==> config.mk <==
export PLATFORM = sky130hd
export DESIGN_NAME = meat_ram
export DESIGN_NICKNAME = d
export VERILOG_FILES = /design/src/rtl/core/meat_ram.sv
export SDC_FILE = /design/constraint.sdc
export NUM_CORES = 1
export LEC_CHECK = 0
export BUFFER_PORTS_ARGS = -buffer_cell sky130_fd_sc_hd__buf_2
export CAP_MARGIN = 5
export CORE_ASPECT_RATIO = 1.1
export CORE_MARGIN = 3
export CORE_UTILIZATION = 40
export DETAILED_ROUTE_END_ITERATION = 12
export GPL_TIMING_DRIVEN = 1
export MAX_ROUTING_LAYER = met4
export PLACE_DENSITY = 0.52
export SLEW_MARGIN = 10
export SYNTH_ARGS = -nofsm -noshare
export SYNTH_HDL_FRONTEND = slang
export SYNTH_SLANG_ARGS = --single-unit
==> constraint.sdc <==
create_clock -name clk -period 2.43 [get_ports clk]
set_input_delay 0.243 -clock clk [delete_from_list [all_inputs] [get_ports clk]]
set_output_delay 0.243 -clock clk [all_outputs]
set_load 0.01 [all_outputs]
==> src/rtl/core/meat_ram.sv <==
module meat_ram #(
	parameter int WIDTH = 8,
	parameter int DEPTH = 16,
	localparam int AW = (DEPTH > 1) ? $clog2(DEPTH) : 1
) (
	input  logic             clk,
	input  logic             we,
	input  logic [AW-1:0]    wr_addr,
	input  logic [WIDTH-1:0] wr_data,
	input  logic [AW-1:0]    rd_addr,
	output logic [WIDTH-1:0] rd_data
);

	logic [WIDTH-1:0] mem [DEPTH];

	always_ff @(posedge clk) begin
		if (we) begin
			mem[wr_addr] <= wr_data;
		end
		rd_data <= mem[rd_addr];
	end

endmodule

Word-level counts from Yosys, hierarchy flattened. Memories as Yosys holds them, arrays and structs flattened. A register that Yosys moved wholly into a read port is not among the register bits. Index checks and enable logic that the tools add are counted.

Mux-type cells: 2.

Operators by type and width (count): $mux W1 (2).

Flip-flop bits (word level): 0. RAM bits: 128. Input port bits: 18. Memories: 1.

Memory list: mem (depth 16, width 8, read ports 1, clocked after Yosys merged registers in 1, wr ports 1, line 14) `logic [WIDTH-1:0] mem [DEPTH];`.

Logic depth before layout (Yosys ltp). Gate-level depths: netlist of the first run.

Depth in word-level cells: 2. Gate-level depth with buffers: 5.

Worst setup path after synthesis of the first run. Ideal clock, no wire load.

Path type: input -> register. Start point: in wr_addr[2]. End point: mem mem[0][0] (enable). Arrival time: 1353 ps. Data required time: 2047 ps. Slack: 694 ps. Stages on the path: 2. Path buffers: 0. Path through: or3b_2 nor3_1.

RTL lines: from (decl) (line 8) `input logic [AW-1:0] wr_addr,`; to (decl) (line 14).

No word-level cell before the write port.

==> results of run 1 <==
## registers in the layout, summed over array words and instances, names as in the netlist
name	cells
mem	128
rd_data	8
## per-layer routing
layer | vias up | wire, um | track usage, %
met5 | - | 0 | -
met4 | 0 | 55 | 5.03
met3 | 4 | 589 | 5.03
met2 | 74 | 4710 | 22.1
met1 | 1264 | 4530 | 21.0
li1 | 1077 | - | -
## cell usage in the layout (no fill, tap or decap)
master / synthesis / final
buf_2: 3 / 25
edfxtp_1: 128 / 128
nor2b_1: 1 / 1
and2b_1: 1 / 1
nand2b_1: 2 / 2
clkinv_1: 0 / 1
nand3_1: 1 / 1
clkinvlp_4: 0 / 1
buf_4: 1 / 17
clkbuf_16: 0 / 17
nand3b_1: 2 / 2
nor2_1: 13 / 13
nor3_1: 4 / 4
a22oi_1: 16 / 16
mux4_2: 18 / 18
nand2_1: 9 / 9
and2_1: 1 / 1
or3b_2: 1 / 1
clkinv_4: 0 / 2
clkinv_2: 0 / 3
buf_12: 0 / 2
bufinv_16: 0 / 7
mux4_1: 14 / 14
dfxtp_1: 8 / 8
## per-stage QoR
| step | cells | setup WS, ps | util, % |
|---|---|---|---|
| 5_1_grt | 448 | 963 | 50.6 |
| 3_5_place_dp | 417 | 641 | 45.1 |
| 6_report | 448 | 996 | 50.6 |
| 2_1_floorplan | 229 | 694 | - |
| 4_1_cts | 448 | 979 | 50.6 |
| 3_3_place_gp | 417 | 651 | 45.1 |
## worst min-delay path by stage
| stage | endpoint | slack [ps] | cells after the start |
|---|---|---|---|
| 2_1_floorplan | mem[0][0]$_DFFE_PP_ | 340 | 0 |
| 3_3_place_gp | mem[14][4]$_DFFE_PP_ | 640 | 1 |
| 3_5_place_dp | mem[14][4]$_DFFE_PP_ | 640 | 1 |
| 4_1_cts | mem[14][4]$_DFFE_PP_ | 200 | 1 |
| 5_1_grt | mem[14][4]$_DFFE_PP_ | 220 | 1 |
| 6_report | mem[14][4]$_DFFE_PP_ | 210 | 1 |
## final cells by class
cell class / count / area [um^2] / share of cell area, %
multi-input cells: 83 / 1060 / 17.0
clock inverters: 14 / 254 / 4.08
flip-flops and latches: 136 / 4000 / 64.3
clock buffers: 17 / 425 / 6.83
repair buffers: 44 / 293 / 4.70
well taps: 154 / 193 / 3.09
## logic make-up (layout without fill, tap and decap cells)
kind of cell	after synthesis	after routing	synth area share, %
compound gates	16	16	2.33
flops	136	136	77.8
buf+inv	10	75	1.68
mux	32	32	15.0
simple gates	35	35	3.18
## power groups by stage
stage / combinational (mW) / clock [mW] / sequential (mW)
finish: 0.244 / 2.93 / 2.64
global route: 0.268 / 3.08 / 2.64
floorplan: 0.133 / 0 / 2.69
detailed placement: 0.250 / 0 / 2.69
global placement: 0.248 / 0 / 2.69
CTS: 0.250 / 2.97 / 2.64
## worst register-to-register path, stage by stage (launching register included)
cell and delay, ps:
edfxtp_1 380, mux4_1 520, a22oi_1 330, nand2_1 80
==> impl_metrics.csv, run 1 <==
group,metric,value,unit
outcome,status,"finished, final reports clean",
cells_and_area,syn_to_final_growth,21.0,%
setup_path,path_delay_family,"multiplexers",
yosys,synth_seq_area_share,77.8,%
die,die_x,114,um
yosys,yosysTopAreaCell,"edfxtp_1",
setup_path,crit_path_start_kind,"flop",
cells_and_area,final_nets,300,
power,intPower,4.74,mW
cts,htreeDepth,4,
timing,finalHoldViolations,0,
setup_path,crit_chain,"mux4_1 > a22oi_1 > nand2_1",
route,firstDrtPassIters,4,
setup_path,r2r-end,"rd_data[5]$_DFF_P_",
power,p_leak,2.13,nW
route,vias,2419,
yosys,ys_types,19,
setup_path,arrival,1720,ps
timing,hold_ws,214,ps
cts,clk_pin_slew,50,ps
setup_path,critPathCaptureType,"flop",
yosys,synth.area.top_cells,"edfxtp_1 75%, mux4_2 7.9%, mux4_1 7.1%, dfxtp_1 3.1%, a22oi_1 2.3%",
setup_path,critical_path_buf_inv_count,0,
cts,cts_tree,"yes",
yosys,synth.most_common_cell,"edfxtp_1",
cells_and_area,diodes,0,
cts,cts.path.max_buffers,2,
timing,fmax,697,MHz
cts,root_buffer,"clkbuf_16",
yosys,avgSynthCellArea,22.5,um^2
global_routing,grt_usage,15.4,%
power,swShare,18.4,%
cts,cts.sinks,136,
power,pwr-share-comb,4.2,%
cts,post_cts_buffers,0,
die,initial_utilization,41.9,%
power,p_seq_share,45.4,%
die,rows,42,
setup_path,cpMaxStageDelayCell,"mux4_1",
placed_design,io_buffers,25,
cells_and_area,final.fill_count,1002,
timing,final-max-slew-violation-count,0,
setup_path,worstPathRequired,2720,ps
route,routed_wl,9.89,mm
global_routing,grt_pass1_vias,2509,
power,p_sw,1.07,mW
timing,finalSetupTns,0,ps
timing,setup_viol_count_final,0,
cts,ctsHoldBuffers,0,
power,ir_worst_vdd,0.542,mV
route,drcViolationCount,0,
power,power,5.81,mW
timing,tightest_slew,738,ps
route,ant_nets,0,
flow_run,maxCapViolCount,0,
yosys,yosys_register_bits,136,
power,power_density,933,nW/um^2
cts,clk_latency,410,ps
timing,maxSlewHeadroom,50.7,%
yosys,netlist_area,5150,um^2
worst_hold_path,min_path_type,"in2reg",
setup_path,critPathKind,"reg2reg",
die,dieArea,14300,um^2
cells_and_area,drive_above_1_share,31.6,%
setup_path,critical-path-max-stage-delay,520,ps
route,drt-initial-drc-count,186,
timing,skew,7.06,ps
setup_path,cp.depth,3,
yosys,synth_flop_cell,"edfxtp_1",
die,core,12300,um^2
cts,numCtsBuffers,17,
die,ioPinCount,26,
setup_path,r2r_cells,3,
route,wire_per_inst,22.1,um
yosys,ys_warn_count,0,
global_routing,grt_pass1_wl,14.9,mm
yosys,synth_top_area_share,74.7,%
global_routing,grt_start_max_net_pins,33,
setup_path,critPathMaxFanout,1,
placed_design,dpl_cell_area,5550,um^2
cells_and_area,final_area,6230,um^2
setup_path,crit_path_start,"mem[9][5]$_DFFE_PP_",
timing,rsz0062_at_grt,"false",
worst_hold_path,holdCritStartpoint,"wr_data[4]",
timing,period_share,59.0,%
global_routing,overflow,0,
power,clkPwrFrac,50.4,%
yosys,syn_inst,229,
global_routing,grt_antenna_before_repair,0,
route,detail_route.vias_per_cell,5.40,
die,die_y,125,um
yosys,synth_edf_count,128,
cts,cts_resized,0,
setup_path,rrSetupSlack,1000,ps
timing,period_needed,1430,ps
placed_design,finalWeightedCongestion,0.731,
setup_path,endpoint,"rd_data[5]$_DFF_P_",
yosys,async_flop_share,0,%
yosys,synth_common_cells,"128 x edfxtp_1, 18 x mux4_2, 16 x a22oi_1, 14 x mux4_1, 13 x nor2_1",
setup_path,timing.rr.start,"mem[9][5]$_DFFE_PP_",
placed_design,dpl.hpwl,6.07,mm
yosys,syn_nets,247,
Note: power is estimated with default switching activity, not from simulation.
==> run 2, diff against run 1 <==
--- a/config.mk
+++ b/config.mk
@@ -5,6 +5,7 @@
 export SDC_FILE = /design/constraint.sdc
 export NUM_CORES = 1
 export LEC_CHECK = 0
+export ABC_AREA = 1
 export BUFFER_PORTS_ARGS = -buffer_cell sky130_fd_sc_hd__buf_2
 export CAP_MARGIN = 5
 export CORE_ASPECT_RATIO = 1.1
==> constraint.sdc (replaced) <==
create_clock -name clk -period 1.5 [get_ports clk]
set_input_delay 0.15 -clock clk [delete_from_list [all_inputs] [get_ports clk]]
set_output_delay 0.15 -clock clk [all_outputs]
set_load 0.01 [all_outputs]
==> run 2 against run 1 <==
Compared with the run above:
- sequential power rose by 62%
- largest power group is now registers
- area after synthesis grew 12%
- via count is 56% higher
- wire length increased by 35%
- clock skew up 8.8 ps
- sequential share of layout area shrank 4.8 points
- core utilization shrank 2.4 points
- combinational power is 120% higher
- global-route usage increased by 3.1 points
- first-iteration DRC count increased by 87%
- cell area rose by 8.1%
==> impl_metrics.csv, run 2 <==
group,metric,value,unit
outcome,status,"finished, final reports clean",
setup_path,rrSetupSlack,430,ps
setup_path,worstPathRequired,1350,ps
yosys,synth_common_cells,"173 x nand2_1, 128 x edfxtp_1, 100 x inv_1, 97 x nand3_1, 17 x nor2_1",
route,vias,3784,
cts,cts.sinks,136,
power,ir_worst_vdd,0.645,mV
timing,setup_viol_count_final,0,
yosys,ys_types,12,
global_routing,grt_start_max_net_pins,65,
route,routed_wl,13.3,mm
timing,tightest_slew,419,ps
cells_and_area,regMostFlops,"mem",
die,core,14000,um^2
global_routing,grt_pass1_wl,21.0,mm
yosys,syn_inst,551,
global_routing,overflow,0,
setup_path,r2r_cells,6,
yosys,netlist_area,5770,um^2
cts,numCtsBuffers,17,
power,power_density,1300,nW/um^2
timing,finalSetupTns,0,ps
setup_path,critical-path-max-stage-delay,380,ps
global_routing,grt_usage,18.5,%
cts,cts_tree,"yes",
global_routing,grt_pass1_vias,3692,
yosys,synth.area.top_cells,"edfxtp_1 67%, nand2_1 11%, nand3_1 8.4%, inv_1 6.5%, dfxtp_1 2.8%",
setup_path,cpMaxStageDelayCell,"dfxtp_1",
yosys,yosysTopAreaCell,"edfxtp_1",
yosys,synth_top_area_share,66.7,%
yosys,yosys_register_bits,136,
cells_and_area,syn_to_final_growth,16.7,%
timing,finalHoldViolations,0,
timing,period_share,73.7,%
cts,ctsHoldBuffers,0,
timing,maxSlewHeadroom,72.1,%
die,die_y,132,um
yosys,ys_warn_count,0,
placed_design,dpl.hpwl,8.09,mm
cts,clk_latency,420,ps
yosys,synth.most_common_cell,"nand2_1",
die,ioPinCount,26,
yosys,synth_edf_count,128,
yosys,synth_flop_cell,"edfxtp_1",
cts,root_buffer,"clkbuf_16",
yosys,avgSynthCellArea,10.5,um^2
yosys,synth_seq_area_share,69.4,%
cts,clk_pin_slew,60,ps
timing,fmax,905,MHz
route,wire_per_inst,16.7,um
route,drcViolationCount,0,
setup_path,arrival,950,ps
setup_path,endpoint,"rd_data[2]",
timing,period_needed,1100,ps
setup_path,crit_path_start_kind,"flop",
cells_and_area,drive_above_1_share,12.9,%
setup_path,cp.depth,1,
cts,cts_resized,0,
cells_and_area,largest_reg_flops,128,
timing,skew,15.8,ps
cells_and_area,final_nets,612,
setup_path,critPathKind,"reg2out",
cts,htreeDepth,4,
cts,post_cts_buffers,0,
route,firstDrtPassIters,5,
cells_and_area,final_cell_mix,"173 x nand2_1, 128 x edfxtp_1, 100 x inv_1",
cts,cts.path.max_buffers,2,
route,ant_nets,0,
timing,final-max-slew-violation-count,0,
setup_path,critical_path_buf_inv_count,1,
route,drt-initial-drc-count,348,
cells_and_area,mostFrequentLayoutCell,"nand2_1",
timing,fin_ws,395,ps
worst_hold_path,min_path_type,"in2reg",
setup_path,critPathCaptureType,"output port",
cells_and_area,top_regs,"mem (128), rd_data (8)",
timing,rsz0062_at_grt,"false",
yosys,async_flop_share,0,%
setup_path,r2r-end,"rd_data[3]$_DFF_P_",
setup_path,crit_path_start,"rd_data[2]$_DFF_P_",
flow_run,maxCapViolCount,0,
route,detail_route.vias_per_cell,4.76,
placed_design,preCtsSetupSlack,153,ps
die,rows,45,
die,initial_utilization,41.3,%
placed_design,io_buffers,25,
setup_path,critPathMaxFanout,1,
placed_design,finalWeightedCongestion,0.828,
cells_and_area,diodes,0,
yosys,syn_nets,569,
die,die_x,120,um
setup_path,timing.rr.start,"mem[4][3]$_DFFE_PP_",
global_routing,grt_antenna_before_repair,0,
setup_path,path_delay_family,"flip-flops",
die,dieArea,15900,um^2
setup_path,crit_chain,"buf_2",
power,p_leak,2.93,nW
run 2: cell types whose count changed after synthesis, moves of 14 or more:
cell,delta
nand2_1,+164
inv_1,+100
nand3_1,+96
mux4_2,-18
a22oi_1,-16
mux4_1,-14
run 2: worst min path at each step:
stage	from	endpoint	slack [ps]	depth (start not counted)
floorplan	wr_data[0]	mem[0][0]$_DFFE_PP_	250	0
global placement	rd_addr[3]	rd_data[3]$_DFF_P_	530	3
detailed placement	rd_addr[3]	rd_data[3]$_DFF_P_	540	3
CTS	rd_addr[3]	rd_data[3]$_DFF_P_	90	3
global route	rd_addr[3]	rd_data[7]$_DFF_P_	110	3
finish	rd_addr[3]	rd_data[3]$_DFF_P_	100	3
run 2: where the power goes:
group          total [mW]  internal [mW]  switching (mW)  leakage (nW)
registers            4.27           4.25          0.0243          1.22
clock network        3.95           2.46            1.49         0.278
logic               0.538          0.162           0.376          1.42
run 2: layout make-up:
| class | instances | area, um^2 |
|---|---|---|
| inverter | 102 | 383 |
| fill | 1327 | 7240 |
| sequential | 136 | 4000 |
| timing repair buffer | 48 | 335 |
| clock inverter | 11 | 106 |
| clock buffer | 21 | 450 |
| tap | 188 | 235 |
| multi-input combinational | 289 | 1210 |
run 2: stage by stage:
stage	instances	area [um^2]	hold WS [ps]	power [mW]	util, %
6_report	795	6730	104	8.76	48.2
5_1_grt	795	6730	110	9.08	48.2
4_1_cts	795	6730	89.3	8.84	48.2
3_5_place_dp	763	6170	536	4.90	44.2
3_3_place_gp	763	6170	530	4.89	44.2
2_1_floorplan	551	5770	249	4.66	-
run 2: per-layer routing:
metal	GRT usage (%)	vias to the layer above	wire length [um]
met5	-	-	0
met4	7.18	0	298
met3	4.72	26	607
met2	27.7	89	6290
met1	24.3	1809	6110
li1	-	1860	-
run 2: cells by family (layout without fill, tap and decap cells):
logic type | Yosys count | in the layout | synth area share (%)
flops | 136 | 136 | 69.4
buf+inv | 126 | 182 | 9.52
simple gates | 289 | 289 | 21.0
